--- src/hdl/srld_pkg.sv ---
// Shared types and constants for the sprite run-length decoder.
// No dependencies; every other file of the block imports this package.
`default_nettype none

package srld_pkg;

   localparam int SPRITE_SIDE  = 32;
   localparam int FRAME_PIXELS = SPRITE_SIDE * SPRITE_SIDE;
   localparam int START_W      = $clog2(FRAME_PIXELS);
   localparam int LEN_W        = $clog2(FRAME_PIXELS + 1);
   localparam int POS_W        = LEN_W;
   localparam int QUEUE_DEPTH  = 4;

   localparam logic [7:0] KEY_COLOR_RESET = 8'h11;
   localparam logic [7:0] ALPHA_OPAQUE    = 8'hFF;
   localparam logic [7:0] CHANNEL_ZERO    = 8'h00;

   typedef logic [1:0] csr_index_type;
   localparam csr_index_type CSR_HAVE_ALPHA  = 2'd0;
   localparam csr_index_type CSR_OUTPUT_MODE = 2'd1;
   localparam csr_index_type CSR_KEY_COLOR   = 2'd2;

   typedef enum logic [2:0] {
      PH_TLO,
      PH_THI,
      PH_CLO,
      PH_CHI,
      PH_PIX
   } phase_type;

   typedef struct packed {
      logic [7:0] data_byte;
      logic       end_of_sprite;
   } req_type;

   typedef struct packed {
      logic [START_W-1:0] start_pixel;
      logic [LEN_W-1:0]   run_length;
      logic [7:0]         red;
      logic [7:0]         green;
      logic [7:0]         blue;
      logic [7:0]         alpha;
      logic               is_transparent;
      logic               last;
   } rsp_type;

   // Up to two results caused by one input byte.
   typedef struct packed {
      logic    first_valid;
      rsp_type first;
      logic    second_valid;
      rsp_type second;
   } pair_type;

endpackage

`default_nettype wire

--- src/hdl/srld_front.sv ---
// Front end: configuration registers and the byte parser that turns each
// accepted byte into up to two result records. Uses srld_pkg.
`default_nettype none

module srld_front (
   input  wire logic                   clock,
   input  wire logic                   reset,
   input  wire logic                   req_valid,
   input  wire logic                   in_ready,
   input  wire srld_pkg::req_type      req_data,
   input  wire logic                   csr_valid,
   input  wire srld_pkg::csr_index_type csr_index,
   input  wire logic [7:0]             csr_data,
   output logic                        push,
   output srld_pkg::pair_type          push_data
);
   import srld_pkg::*;

   logic       have_alpha_ff, mode_ff;
   logic [7:0] key_ff;

   phase_type        phase_ff, phase_in;
   logic [7:0]       low_ff, low_in;
   logic [15:0]      left_ff, left_in;
   logic [1:0]       idx_ff, idx_in;
   logic [7:0]       red_ff, red_in, green_ff, green_in, blue_ff, blue_in;
   logic [POS_W-1:0] pos_ff, pos_in, pos_mid;

   logic [15:0]      count16;
   logic [LEN_W-1:0] room, tlen;
   logic [7:0]       tcolor;
   logic             fire, eos, done;
   logic [7:0]       alpha;
   pair_type         pair;

   function automatic rsp_type transp(input logic [START_W-1:0] start,
                                      input logic [LEN_W-1:0] len,
                                      input logic [7:0] c,
                                      input logic is_last);
      rsp_type r;
      r.start_pixel    = start;
      r.run_length     = len;
      r.red            = c;
      r.green          = c;
      r.blue           = c;
      r.alpha          = CHANNEL_ZERO;
      r.is_transparent = 1'b1;
      r.last           = is_last;
      return r;
   endfunction

   assign fire    = req_valid && in_ready;
   assign eos     = req_data.end_of_sprite;
   assign count16 = {req_data.data_byte, low_ff};
   assign room    = LEN_W'(FRAME_PIXELS) - pos_ff;
   assign tlen    = (count16 < 16'(room)) ? count16[LEN_W-1:0] : room;
   assign tcolor  = mode_ff ? CHANNEL_ZERO : key_ff;

   always_comb begin
      phase_in = phase_ff;
      low_in   = low_ff;
      left_in  = left_ff;
      idx_in   = idx_ff;
      red_in   = red_ff;
      green_in = green_ff;
      blue_in  = blue_ff;
      pos_mid  = pos_ff;
      pair     = '0;
      done     = 1'b0;
      alpha    = ALPHA_OPAQUE;
      unique case (phase_ff)
         PH_THI: begin
            if (tlen != '0) begin
               pair.first_valid = 1'b1;
               pair.first       = transp(pos_ff[START_W-1:0], tlen, tcolor, 1'b0);
               pos_mid          = pos_ff + tlen;
            end
            phase_in = PH_CLO;
         end
         PH_CLO: begin
            low_in   = req_data.data_byte;
            phase_in = PH_CHI;
         end
         PH_CHI: begin
            left_in  = count16;
            idx_in   = 2'd0;
            phase_in = (count16 != 16'd0) ? PH_PIX : PH_TLO;
         end
         PH_PIX: begin
            unique case (idx_ff)
               2'd0: red_in = req_data.data_byte;
               2'd1: green_in = req_data.data_byte;
               2'd2: begin
                  blue_in = req_data.data_byte;
                  done    = !have_alpha_ff;
               end
               default: begin
                  alpha = req_data.data_byte;
                  done  = 1'b1;
               end
            endcase
            if (done) begin
               idx_in  = 2'd0;
               left_in = left_ff - 16'd1;
               if (left_in == 16'd0) begin
                  phase_in = PH_TLO;
               end
            end else begin
               idx_in = idx_ff + 2'd1;
            end
            // A pixel cut off right before its alpha byte still shows in ARGB mode.
            if ((done || (eos && idx_ff == 2'd2 && mode_ff))
                && pos_ff < POS_W'(FRAME_PIXELS)) begin
               pair.first_valid          = 1'b1;
               pair.first.start_pixel    = pos_ff[START_W-1:0];
               pair.first.run_length     = LEN_W'(1);
               pair.first.red            = red_in;
               pair.first.green          = green_in;
               pair.first.blue           = blue_in;
               pair.first.alpha          = mode_ff ? alpha : ALPHA_OPAQUE;
               pair.first.is_transparent = 1'b0;
               pair.first.last           = 1'b0;
               pos_mid                   = pos_ff + POS_W'(1);
            end
         end
         default: begin
            low_in   = req_data.data_byte;
            phase_in = PH_THI;
         end
      endcase
      pos_in = pos_mid;
      if (eos) begin
         pair.second_valid = 1'b1;
         if (pos_mid < POS_W'(FRAME_PIXELS)) begin
            pair.second = transp(pos_mid[START_W-1:0],
                                 LEN_W'(FRAME_PIXELS) - pos_mid, tcolor, 1'b1);
         end else begin
            pair.second = transp('0, '0, tcolor, 1'b1);
         end
         phase_in = PH_TLO;
         low_in   = '0;
         left_in  = '0;
         idx_in   = '0;
         red_in   = '0;
         green_in = '0;
         blue_in  = '0;
         pos_in   = '0;
      end
   end

   assign push      = fire && (pair.first_valid || pair.second_valid);
   assign push_data = pair;

   always_ff @(posedge clock) begin
      if (reset) begin
         have_alpha_ff <= 1'b0;
         mode_ff       <= 1'b0;
         key_ff        <= KEY_COLOR_RESET;
      end else if (csr_valid) begin
         unique case (csr_index)
            CSR_HAVE_ALPHA:  have_alpha_ff <= csr_data[0];
            CSR_OUTPUT_MODE: mode_ff       <= csr_data[0];
            CSR_KEY_COLOR:   key_ff        <= csr_data;
            default: ;
         endcase
      end
   end

   always_ff @(posedge clock) begin
      if (reset) begin
         phase_ff <= PH_TLO;
         low_ff   <= '0;
         left_ff  <= '0;
         idx_ff   <= '0;
         red_ff   <= '0;
         green_ff <= '0;
         blue_ff  <= '0;
         pos_ff   <= '0;
      end else if (fire) begin
         phase_ff <= phase_in;
         low_ff   <= low_in;
         left_ff  <= left_in;
         idx_ff   <= idx_in;
         red_ff   <= red_in;
         green_ff <= green_in;
         blue_ff  <= blue_in;
         pos_ff   <= pos_in;
      end
   end

endmodule

`default_nettype wire

--- src/hdl/srld_queue.sv ---
// Short FIFO of result pairs between the parser and the output stage.
// Uses srld_pkg for the entry type and depth.
`default_nettype none

module srld_queue (
   input  wire logic               clock,
   input  wire logic               reset,
   input  wire logic               push,
   input  wire srld_pkg::pair_type push_data,
   input  wire logic               pop,
   output logic                    full,
   output logic                    not_empty,
   output srld_pkg::pair_type      head
);
   import srld_pkg::*;

   localparam int PTR_W = $clog2(QUEUE_DEPTH);

   pair_type           entry_ff [QUEUE_DEPTH];
   logic [PTR_W-1:0]   wr_ff, rd_ff;
   logic [PTR_W:0]     count_ff;

   assign full      = (count_ff == (PTR_W+1)'(QUEUE_DEPTH));
   assign not_empty = (count_ff != '0);
   assign head      = entry_ff[rd_ff];

   always_ff @(posedge clock) begin
      if (push) begin
         entry_ff[wr_ff] <= push_data;
      end
   end

   always_ff @(posedge clock) begin
      if (reset) begin
         wr_ff    <= '0;
         rd_ff    <= '0;
         count_ff <= '0;
      end else begin
         if (push) begin
            wr_ff <= wr_ff + PTR_W'(1);
         end
         if (pop) begin
            rd_ff <= rd_ff + PTR_W'(1);
         end
         count_ff <= count_ff + (PTR_W+1)'(push) - (PTR_W+1)'(pop);
      end
   end

endmodule

`default_nettype wire

--- src/hdl/srld_back.sv ---
// Back end: unpacks queued result pairs and drives the registered output beat.
// Uses srld_pkg for the pair and result types.
`default_nettype none

module srld_back (
   input  wire logic               clock,
   input  wire logic               reset,
   input  wire logic               q_not_empty,
   input  wire srld_pkg::pair_type q_head,
   output logic                    q_pop,
   output logic                    rsp_valid,
   input  wire logic               rsp_ready,
   output srld_pkg::rsp_type       rsp_data
);
   import srld_pkg::*;

   rsp_type out_ff, hold_ff;
   logic    out_valid_ff, hold_valid_ff;
   logic    load;

   assign load      = !out_valid_ff || rsp_ready;
   assign q_pop     = load && !hold_valid_ff && q_not_empty;
   assign rsp_valid = out_valid_ff;
   assign rsp_data  = out_ff;

   // The second result of a pair waits in the hold register while the first is on the output.
   always_ff @(posedge clock) begin
      if (load) begin
         if (hold_valid_ff) begin
            out_ff <= hold_ff;
         end else if (q_not_empty) begin
            out_ff  <= q_head.first_valid ? q_head.first : q_head.second;
            hold_ff <= q_head.second;
         end
      end
   end

   always_ff @(posedge clock) begin
      if (reset) begin
         out_valid_ff  <= 1'b0;
         hold_valid_ff <= 1'b0;
      end else if (load) begin
         if (hold_valid_ff) begin
            out_valid_ff  <= 1'b1;
            hold_valid_ff <= 1'b0;
         end else if (q_not_empty) begin
            out_valid_ff  <= 1'b1;
            hold_valid_ff <= q_head.first_valid && q_head.second_valid;
         end else begin
            out_valid_ff <= 1'b0;
         end
      end
   end

endmodule

`default_nettype wire

--- src/hdl/sprite_run_length_decoder.sv ---
// Top level of the sprite run-length decoder: parser front end, pair queue
// and output stage. Depends on srld_pkg, srld_front, srld_queue, srld_back.
//
// The decoder takes one compressed sprite byte per clock until the queue is
// full and emits pixel runs for a 32x32 frame in raster order. Every byte is
// parsed in the cycle it is accepted and yields zero, one or two runs; these
// enter a four-entry queue, and the output register sends one run per cycle
// while rsp_ready is high; of a byte that yields two runs (a run plus the
// end-of-sprite fill), the second waits in the hold register. A run reaches
// the output through a queue entry and the output register. Nothing is
// cleared after reset, so bytes are accepted from the first cycle.
// Configuration writes are always accepted and take effect at once; they
// should be issued only between sprites with the block drained.
`default_nettype none

module sprite_run_length_decoder (
   input  wire logic                    clock,
   input  wire logic                    reset,
   input  wire logic                    req_valid,
   output logic                         req_ready,
   input  wire srld_pkg::req_type       req_data,
   output logic                         rsp_valid,
   input  wire logic                    rsp_ready,
   output srld_pkg::rsp_type            rsp_data,
   input  wire logic                    csr_valid,
   output logic                         csr_ready,
   input  wire srld_pkg::csr_index_type csr_index,
   input  wire logic [7:0]              csr_data
);
   import srld_pkg::*;

   logic     push, pop, full, not_empty;
   pair_type push_data, head;

   assign req_ready = !full;
   assign csr_ready = 1'b1;

   srld_front u_front (
      .clock     (clock),
      .reset     (reset),
      .req_valid (req_valid),
      .in_ready  (req_ready),
      .req_data  (req_data),
      .csr_valid (csr_valid),
      .csr_index (csr_index),
      .csr_data  (csr_data),
      .push      (push),
      .push_data (push_data)
   );

   srld_queue u_queue (
      .clock     (clock),
      .reset     (reset),
      .push      (push),
      .push_data (push_data),
      .pop       (pop),
      .full      (full),
      .not_empty (not_empty),
      .head      (head)
   );

   srld_back u_back (
      .clock       (clock),
      .reset       (reset),
      .q_not_empty (not_empty),
      .q_head      (head),
      .q_pop       (pop),
      .rsp_valid   (rsp_valid),
      .rsp_ready   (rsp_ready),
      .rsp_data    (rsp_data)
   );

endmodule

`default_nettype wire

--- config.mk ---
export PLATFORM = sky130hd
export DESIGN_NAME = sprite_run_length_decoder
export DESIGN_NICKNAME = d
export VERILOG_FILES = /design/src/hdl/srld_pkg.sv /design/src/hdl/srld_front.sv /design/src/hdl/srld_queue.sv /design/src/hdl/srld_back.sv /design/src/hdl/sprite_run_length_decoder.sv
export SDC_FILE = /design/constraint.sdc
export NUM_CORES = 1
export LEC_CHECK = 0
export BUFFER_PORTS_ARGS = -buffer_cell sky130_fd_sc_hd__buf_2
export CAP_MARGIN = 40
export CORE_ASPECT_RATIO = 0.6
export CORE_MARGIN = 10
export CORE_UTILIZATION = 40
export CTS_CLUSTER_DIAMETER = 150
export DETAILED_ROUTE_END_ITERATION = 10
export PLACE_DENSITY = 0.59
export SYNTH_ARGS = -nofsm -noshare
export SYNTH_HDL_FRONTEND = slang
export SYNTH_SLANG_ARGS = --single-unit
--- constraint.sdc ---
create_clock -name clock -period 8.8 [get_ports clock]
set_clock_uncertainty 0.15 [all_clocks]
set_input_delay 0.88 -clock clock [delete_from_list [all_inputs] [get_ports clock]]
set_output_delay 0.88 -clock clock [all_outputs]
set_load 0.05 [all_outputs]
=== After elaboration in Yosys (flattened, before gate mapping) ===
Memory sizes are Yosys's and may differ from the RTL's. A register that Yosys moved wholly into a read port is not among the register bits.
Cells that the tools add are included.

* Word-level logic and storage cells: 144
* Bits in writable memories: 448
* Input bits: 24
* Memories: 1
* Bits in registers: 193
* Output and inout port bits: 58

* $lt $le $gt $ge: 3
* Bitwise gates (word level): 1
* Reduce and logical (&&, ||, !) cells: 37
* Eq/ne operators: 12
* Add/sub/neg operators: 10
* Muxes and demuxes: 48

{| class="wikitable"
|+ Memory list
! name !! depth !! bits a word !! read ports !! clocked after Yosys merged registers in !! write ports !! line !! text
|-
| u_queue.entry_ff || 4 || 112 || 1 || 1 || 1 || srld_queue.sv:19 || <nowiki>pair_type entry_ff [QUEUE_DEPTH];</nowiki>
|}

{| class="wikitable"
|+ Operators with widths
! operator !! count
|-
| $mux 55 || 4
|-
| $mux 56 || 3
|-
| $mux 8 || 14
|-
| $pmux 56 s2 || 1
|-
| $mux 11 || 4
|-
| $mux 16 || 2
|-
| $pmux 16 s2 || 1
|-
| $lt 11x11->1 const B || 2
|-
| $pmux 11 s2 || 1
|-
| $sub 11x11->11 const A || 2
|-
| $logic_not 16->1 || 1
|-
| $lt 16x11->1 || 1
|-
| $reduce_bool 16->1 || 1
|-
| $sub 16x1->16 const B || 1
|-
| $reduce_and 2->1 || 7
|-
| $mux 3 || 4
|-
| $pmux 3 s4 || 1
|-
| $add 11x1->11 const B || 1
|-
| $add 11x11->11 || 1
|-
| $reduce_bool 11->1 || 1
|-
| $reduce_and 3->1 || 3
|-
| $logic_and 1x1->1 || 8
|-
| $mux 2 || 4
|-
| $mux 1 || 7
|-
| 20 further kinds || 36
|}

=== Logic depth before layout (Yosys ltp) ===
Gate-level depths: netlist of run 1.

* Word-level depth: 15
* Depth in mapped cells: 27
* Gate-level depth less buffers: 23

=== Cells and area by module ===
A second synthesis of run 1 with hierarchy kept.

* Cell total of the unflattened synthesis: 1785
* Area total of the unflattened synthesis: 27402.5 um^2

{| class="wikitable"
|+ Modules (own cells, without submodules)
! module !! area each (um^2) !! instances !! sequential area each (um^2) !! cells each
|-
| srld_queue || 16683.5 || 1 || 13633.1 || 627
|-
| srld_front || 6128.4 || 1 || 1481.4 || 849
|-
| srld_back || 4575.6 || 1 || 3343.2 || 306
|-
| sprite_run_length_decoder || 15.0 || 1 || 0.0 || 3
|}

=== Worst setup path before layout of run 1 ===
No wires, ideal clock.

* Path type: reg-to-reg
* Start: register u_front.pos_ff[5]
* End: memory u_queue.entry_ff[0][100] (netlist bit) (enable)
* Library setup time: 0.452 ns
* Data arrival time: 6.095 ns
* Clock period less this slack: 6.697 ns
* Path buffers: 3
* Cell stages (with the launch flop): 17
* Slack: 2.103 ns
* Required time: 8.198 ns
* Path through: dfxtp_1 > buf_2 > or4_1 > buf_2 > nor4_2 > xnor2_1 > inv_1 > ha_1 > nand3_1 > a2111oi_0 > nor3_1 > a211o_4 > inv_4 > clkbuf_1 > nor2_1 > a21oi_1 > and2_1

* Cells in the longest elaborated chain, start to end: 10
* Elaborated cells between the ends (all ways): 13
* Those cells by class: add/sub: 1; order compare: 2; mux: 6; reduce/logical: 4

{| class="wikitable"
|+ Ends and longest elaborated chain
! element !! line !! text
|-
| from (decl) || srld_front.sv:27 || <nowiki>logic [POS_W-1:0] pos_ff, pos_in, pos_mid;</nowiki>
|-
| from (signal assigned) || srld_front.sv:187 || <nowiki>pos_ff <= pos_in;</nowiki>
|-
| $sub 11x11->11 || srld_front.sv:55 || <nowiki>assign room = LEN_W'(FRAME_PIXELS) - pos_ff;</nowiki>
|-
| $lt 16x11->1 || srld_front.sv:56 || <nowiki>assign tlen = (count16 < 16'(room)) ? count16[LEN_W-1:0] : room;</nowiki>
|-
| $mux 11 || srld_front.sv:56 ||
|-
| $reduce_bool 11->1 || srld_front.sv:73 || <nowiki>if (tlen != '0) begin</nowiki>
|-
| $mux 56 || srld_front.sv:73 ||
|-
| $pmux 56 s2 (*) || srld_front.sv:71 || <nowiki>unique case (phase_ff)</nowiki>
|-
| $logic_or 1x1->1 (*) || srld_front.sv:151 || <nowiki>assign push = fire && (pair.first_valid || pair.second_valid);</nowiki>
|-
| $logic_and 1x1->1 (*) || srld_front.sv:151 ||
|-
| named net push || sprite_run_length_decoder.sv:32 || <nowiki>logic push, pop, full, not_empty;</nowiki>
|-
| $mux 1 (*) || srld_queue.sv:28 || <nowiki>if (push) begin</nowiki>
|-
| $mux 1 (implied by the code) (*) || srld_queue.sv:29 || <nowiki>entry_ff[wr_ff] <= push_data;</nowiki>
|-
| to (decl) || srld_queue.sv:19 ||
|}

Mark *: on every way through the listed nets, which the timed path passes. The rest lies on a longest branch.

==> impl_metrics.py, run 1 <==
metrics = {
    "worst_setup_path": {
        "worstPathBufferInverterCount": 3,
        "path_max_fanout": 18,
        "crit_path_max_incr_delay_ps": 770,
        "cp.required_ps": 9010,
        "crit_family": "simple AND/OR/NAND/NOR gates",
        "arrival_ps": 7720,
        "r2r-start": "u_front.pos_ff[2]$_SDFFE_PP0P_",
        "cp-start-kind": "register",
        "crit_type": "register to register",
        "cp-startpoint": "u_front.pos_ff[2]$_SDFFE_PP0P_",
        "cp-end-kind": "register",
        "cp_common_cell": "ha_1",
        "cp_cell_sequence": "or4_1, nor4_2, xnor2_1, inv_1, ha_1, nand3_1, a2111oi_0, buf_4, or3_1, mux2_2, ha_1, fa_1, nand2_1, a211oi_1, a311oi_2, ha_1, inv_1, a2111oi_0, nand3_1, or3_1, a22oi_1",
        "crit_path_top_delay_cell": "or4_1",
    },
    "cts": {
        "clockBufferDepth": 3,
        "clkSlewWorstSetupHoldPaths_ps": 60,
        "insertion_delay_ps": 570,
        "cts_resized": 0,
        "cts_buffers": 49,
        "cts_sinks": 505,
        "hold_buffers": 0,
        "cts_tree": "yes",
        "postCtsSetupBuffers": 0,
        "root_buffer": "clkbuf_16",
        "cts_max_level": 2,
    },
    "detailed_routing": {
        "route.detailed.drc": 0,
        "drtAntennaViolNets": 0,
        "drt_first_pass_iters": 5,
        "dr.first_iter.drc_count": 1480,
        "vias": 13300,
        "wl_um": 55800,
        "wl_per_cell_um": 23.5,
        "viasPerCell": 5.59,
    },
    "timing": {
        "post-route-period-util": 0.853,
        "finalSetupViolCount": 0,
        "drv_slew": 0,
        "rsz0062_at_grt": "no",
        "hold_viol": 0,
        "tightestPinTransition_ps": 959,
        "finalSetupTns_ps": 0,
        "worst_slack_ps": 1290,
        "max_slew_margin": 0.358,
        "period_needed_ps": 7510,
        "fmax_mhz": 133,
        "fin_hold_ws_ps": 337,
    },
    "layout": {
        "area_growth_pct": 13.1,
        "final_cell_count_no_fill": 2373,
        "layout-drive-gt1-share": 0.184,
        "fillers": 4795,
        "final_util": 0.458,
        "layout.nets": 1679,
        "antennaDiodeCount": 0,
        "finalInstanceArea_um2": 24800,
    },
    "global_route": {
        "overflow": 0,
        "top_usage_layer": "met1",
        "gr-usage-met3": 0.0340,
        "met1_usage": 0.274,
        "grt_antenna_before_repair": 3,
        "grt_max_degree": 77,
        "grt_pass1_wl_um": 84100,
        "grt_pass1_vias": 12900,
        "track_usage": 0.169,
        "met2_usage": 0.230,
    },
    "power_and_ir_drop": {
        "power_density_nw_per_um2": 293,
        "p_clk_frac": 0.297,
        "p_int_mw": 4.87,
        "power.share.switching": 0.330,
        "combPwrFrac": 0.259,
        "switchingPower_mw": 2.39,
        "power_mw": 7.27,
        "peakVddDrop_uv": 184,
        "p_leak_nw": 8.67,
        "seq_power_share": 0.444,
    },
    "yosys": {
        "ys_warn_count": 0,
        "synth_compound_area_frac": 0.0805,
        "synth-seq-cells": 505,
        "syn_nets": 1617,
        "synth_simple_gate_area_share": 0.0872,
        "syn-cell-area_um2": 21900,
        "ys_top_cells_by_area": "edfxtp_1 (58%), mux4_2 (8.6%), dfxtp_1 (7.8%)",
        "synth.top_cell.area_share": 0.575,
        "synth_edf_count": 420,
        "syn_inst": 1557,
        "synth_mux_area_frac": 0.118,
        "synth_xor_xnor_area_share": 0.0128,
        "netlist-cell-type-count": 67,
        "synthFlopType": "edfxtp_1",
        "post-synth-top-count-cell": "edfxtp_1",
        "synth_top_family_by_area": "multiplexers",
        "synth.largest_area_cell": "edfxtp_1",
        "yosysSeqAreaShare": 0.653,
        "async_reset_ff_frac": 0,
        "synthTopCellsByCount": "edfxtp_1 (420), nor2_1 (140), o21ai_0 (98), nand2_1 (86), dfxtp_1 (85)",
        "synthAdderAreaFrac": 0.0212,
        "avgSynthCellArea_um2": 14.1,
    },
    "run": {
        "drv_cap": 0,
    },
    "die": {
        "row_count": 66,
        "io_pins": 82,
        "core_um2": 54200,
        "die_height_um": 201,
        "start_util": 0.405,
        "die_x_um": 322,
        "dieArea_um2": 64900,
    },
    "status": {
        "status": "finished clean",
    },
    "place": {
        "placedCellCount": 2281,
        "portBuffers": 80,
        "place.detailed.hpwl_um": 36700,
        "postPlaceCellArea_um2": 23100,
        "dp_slack_ps": 1410,
        "place.gp.congestion": 0.882,
    },
    "worst_hold_path": {
        "min_path_type": "register to register",
        "min_from": "u_back.rsp_valid$_SDFFE_PP0N_",
    },
}
-- logic make-up after synthesis --
kind of cell | count (synthesis)
DFF | 505
and+or+nand+nor | 396
AOI/OAI and AO/OA | 278
buffers and inverters | 157
muxes | 152
adders and majority gates | 36
xor gates and xnor gates | 32
other | 1
-- state kept, by name (all words and copies together) (netlist names), 11 cells and up, named ones only --
name,flops
u_back.hold_ff,29
u_back.rsp_data,55
u_front.pos_ff,11
u_front.left_ff,16
u_queue.entry_ff,336
-- layout make-up --
cell class / count / area, µm² / area share
multi-input combinational: 895 / 7040 / 0.284
sequential: 505 / 14300 / 0.577
clock inverter: 20 / 273 / 0.0110
inverter: 58 / 220 / 0.00888
tap: 714 / 893 / 0.0360
timing repair buffer: 110 / 677 / 0.0273
clock buffer: 71 / 1390 / 0.0560
-- worst paths after layout --
kind                                            end  slack [ps]  cells past startpoint
setup / recovery  u_queue.entry_ff[2][42]$_DFFE_PP_        1290                     21
hold / removal        u_back.rsp_valid$_SDFFE_PP0N_         340                      2
setup reg to reg  u_queue.entry_ff[2][42]$_DFFE_PP_        1290                     21
hold reg to reg       u_back.rsp_valid$_SDFFE_PP0N_         340                      2
-- routing by layer --
metal  wire length [µm]  up-vias
li1                   -     6041
met1              28400     6758
met2              22700      419
met3               4060       55
met4                658        0
met5                  0        -
-- power by group through the flow --
| stage | sequential [mW] | clock (mW) | combinational (mW) |
|---|---|---|---|
| floorplan | 3.68 | 0 | 0.919 |
| global placement | 3.27 | 0 | 1.90 |
| detailed placement | 3.28 | 0 | 1.92 |
| CTS | 3.23 | 2.20 | 1.92 |
| global route | 3.26 | 2.30 | 2.04 |
| finish | 3.22 | 2.16 | 1.89 |
-- worst min-delay path, stage by stage, from the launching register on --
cell	delay (ps)
dfxtp_1	320
nand2b_1	70
a21oi_1	50
-- layout by cell type (no fill, tap or decap), drive strengths merged, types with 11 or more instances in the layout --
cell / instances
edfxtp: 420
o21ai: 101
nand2b: 11
a21oi: 59
buf: 110
nor2: 140
nor3b: 12
nand3: 28
xnor2: 23
mux2i: 57
nand2: 86
nor3: 19
a22oi: 43
clkinv: 11
clkbuf: 71
mux4: 84
mux2: 11
ha: 34
and2: 27
nor4: 15
dfxtp: 85
nor2b: 21
inv: 61
Power figures use the tool's default switching activity.
==> inputs of run 2 (changes only) <==
--- a/config.mk
+++ b/config.mk
@@ -5,6 +5,7 @@
 export SDC_FILE = /design/constraint.sdc
 export NUM_CORES = 1
 export LEC_CHECK = 0
+export ABC_AREA = 1
 export BUFFER_PORTS_ARGS = -buffer_cell sky130_fd_sc_hd__buf_2
 export CAP_MARGIN = 40
 export CORE_ASPECT_RATIO = 0.6
==> run 2 against run 1 <==
Against the previous run:
- flip-flop and latch count stayed put
- critical path depth increased by 11
- utilization fell by 0.24 points
- fmax is 23% higher
- die area is 1.9% higher
- register-to-register slack better by 1400 ps
- clock-buffer cell count up 6
- combinational power rose by 77%
- setup slack better by 1400 ps
- via count grew 21%
- non-clock buffer count increased by 5
- critical path type unchanged
- largest cell class unchanged
- largest power group unchanged
- highest routed layer unchanged
==> impl_metrics.py, run 2 <==
metrics = {
    "cts": {
        "cts_buffers": 48,
        "root_buffer": "clkbuf_16",
        "cts_resized": 0,
        "cts_tree": "yes",
        "postCtsSetupBuffers": 0,
        "insertion_delay_ps": 590,
        "hold_buffers": 0,
        "cts_max_level": 2,
        "clockBufferDepth": 3,
        "clkSlewWorstSetupHoldPaths_ps": 70,
        "cts_sinks": 505,
    },
    "yosys": {
        "avgSynthCellArea_um2": 10.7,
        "synth.top_cell.area_share": 0.563,
        "synthFlopType": "edfxtp_1",
        "yosysSeqAreaShare": 0.639,
        "synth.largest_area_cell": "edfxtp_1",
        "post-synth-top-count-cell": "edfxtp_1",
        "ys_warn_count": 0,
        "syn_nets": 2152,
        "syn_inst": 2092,
        "synth-seq-cells": 505,
        "synth_edf_count": 420,
        "async_reset_ff_frac": 0,
        "ys_top_cells_by_area": "edfxtp_1 (56%), dfxtp_1 (7.6%), nand2_1 (6.0%)",
        "synthTopCellsByCount": "edfxtp_1 (420), nand2_1 (355), nor2_1 (238), o21ai_0 (175), a21oi_1 (146)",
        "netlist-cell-type-count": 58,
        "syn-cell-area_um2": 22400,
    },
    "die": {
        "dieArea_um2": 66200,
        "core_um2": 55600,
        "die_x_um": 325,
        "start_util": 0.403,
        "die_height_um": 203,
        "row_count": 67,
        "io_pins": 82,
    },
    "detailed_routing": {
        "viasPerCell": 5.45,
        "vias": 16000,
        "drt_first_pass_iters": 5,
        "wl_um": 63000,
        "wl_per_cell_um": 21.4,
        "drtAntennaViolNets": 0,
        "route.detailed.drc": 0,
        "dr.first_iter.drc_count": 1675,
    },
    "layout": {
        "fillers": 5128,
        "final_cell_count_no_fill": 2946,
        "top_register": "u_queue.entry_ff",
        "area_growth_pct": 13.1,
        "layout-drive-gt1-share": 0.131,
        "largest_register_ffs": 336,
        "mostFrequentLayoutCell": "edfxtp_1",
        "layout_common_cells": "edfxtp_1 (420), nand2_1 (355), nor2_1 (232)",
        "layout.nets": 2209,
    },
    "timing": {
        "drv_slew": 0,
        "finalSetupTns_ps": 0,
        "worst_slack_ps": 2680,
        "post-route-period-util": 0.695,
        "finalSetupViolCount": 0,
        "hold_viol": 0,
        "max_slew_margin": 0.385,
        "fmax_mhz": 163,
        "rsz0062_at_grt": "no",
        "period_needed_ps": 6120,
        "tightestPinTransition_ps": 919,
    },
    "worst_setup_path": {
        "cp-start-kind": "register",
        "crit_type": "register to register",
        "worstPathBufferInverterCount": 3,
        "crit_path_max_incr_delay_ps": 560,
        "r2r_slack_ps": 2680,
        "cp_common_cell": "nand2_1",
        "crit_family": "simple AND/OR/NAND/NOR gates",
        "arrival_ps": 6350,
        "crit_path_top_delay_cell": "nand3_2",
        "path_max_fanout": 20,
        "r2r-start": "u_front.pos_ff[0]$_SDFFE_PP0P_",
        "r2r_cells": 32,
        "cp.required_ps": 9030,
        "cp-end-kind": "register",
        "timing.rr.end": "u_queue.entry_ff[1][45]$_DFFE_PP_",
    },
    "place": {
        "place.gp.congestion": 0.943,
        "dp_slack_ps": 2780,
        "portBuffers": 80,
        "placedCellCount": 2858,
        "place.detailed.hpwl_um": 41500,
    },
    "worst_hold_path": {
        "whs_path_depth": 2,
        "min_from": "u_front.green_ff[7]$_SDFFE_PP0P_",
        "hold_end": "u_front.green_ff[7]$_SDFFE_PP0P_",
        "min_path_type": "register to register",
    },
    "global_route": {
        "overflow": 0,
        "grt_antenna_before_repair": 0,
        "track_usage": 0.185,
        "grt_max_degree": 81,
        "grt_pass1_vias": 15200,
        "grt_pass1_wl_um": 95500,
    },
    "power_and_ir_drop": {
        "peakVddDrop_uv": 173,
        "p_leak_nw": 9.35,
        "power_mw": 8.75,
        "power_density_nw_per_um2": 345,
    },
    "status": {
        "status": "finished clean",
    },
    "run": {
        "drv_cap": 0,
    },
}
==> run 2: cell types whose count changed after synthesis, moves of 43 or more <==
| cell | delta |
|---|---|
| nand2_1 | +269 |
| a21oi_1 | +87 |
| a22oi_1 | -43 |
| mux4_2 | -84 |
| nor2_1 | +98 |
| nand3_1 | +53 |
| inv_1 | +64 |
| o22ai_1 | +78 |
| o21ai_0 | +77 |
| mux2i_1 | -57 |
==> run 2: kinds of logic after synthesis <==
family          after synthesis  synth area share
compound gates              474             0.124
xor+xnor                     33            0.0139
fa+ha+maj                    36            0.0208
buf+inv                     252            0.0462
flops                       505             0.639
other cells                   1          0.000167
simple gates                791             0.156
==> run 2: worst max-delay path by stage <==
stage / startpoint / endpoint / slack (ps) / depth (start not counted)
after floorplan: u_front.pos_ff[0]$_SDFFE_PP0P_ / u_queue.entry_ff[0][100]$_DFFE_PP_ / 1480 / 26
after global placement: u_front.pos_ff[0]$_SDFFE_PP0P_ / u_queue.entry_ff[0][54]$_DFFE_PP_ / 2820 / 32
after detailed placement: u_front.pos_ff[0]$_SDFFE_PP0P_ / u_queue.entry_ff[2][46]$_DFFE_PP_ / 2780 / 31
after CTS: u_front.pos_ff[0]$_SDFFE_PP0P_ / u_queue.entry_ff[2][46]$_DFFE_PP_ / 2730 / 31
after global routing: u_front.pos_ff[0]$_SDFFE_PP0P_ / u_queue.entry_ff[2][51]$_DFFE_PP_ / 2110 / 32
final: u_front.pos_ff[0]$_SDFFE_PP0P_ / u_queue.entry_ff[1][45]$_DFFE_PP_ / 2680 / 32
==> run 2: per-stage QoR <==
stage                     area [µm²]  hold slack [ps]   util
after detailed placement       23800              299  0.428
after global placement         23500              297  0.423
after global routing           25300              336  0.456
after CTS                      25300              307  0.456
final                          25300              309  0.456
after floorplan                22400              286      -
==> run 2: worst register-to-register path: cells and delay by family (launching register included) <==
family / cells / cell delay [ps]
flops: 1 / 380
fa+ha+maj: 3 / 820
buf+inv: 3 / 370
simple gates: 20 / 3010
compound gates: 6 / 1200
==> run 2: layout make-up <==
class,count,area (µm²),share of cell area
Multi-Input combinational cell,1335,7100,0.280
Timing Repair Buffer,115,848,0.0335
Clock buffer,77,1380,0.0546
Antenna cell,1,2.50,0.0000988
Tap cell,759,950,0.0375
Clock inverter,10,163,0.00642
Inverter,144,559,0.0221
Sequential cell,505,14300,0.565
==> run 2: per-layer routing <==
metal | wire length, µm | vias to the layer above | track usage
met2 | 25000 | 625 | 0.255
met5 | 0 | - | 0
met1 | 31400 | 7853 | 0.293
met4 | 712 | 0 | 0.0268
met3 | 5850 | 67 | 0.0417
li1 | - | 7503 | -
==> run 2: where the power goes <==
part           switching, mW  leakage [nW]  internal [mW]  total (mW)
logic                   2.50          4.08          0.835        3.34
clock network          0.891         0.742           1.17        2.06
registers              0.129          4.53           3.22        3.35
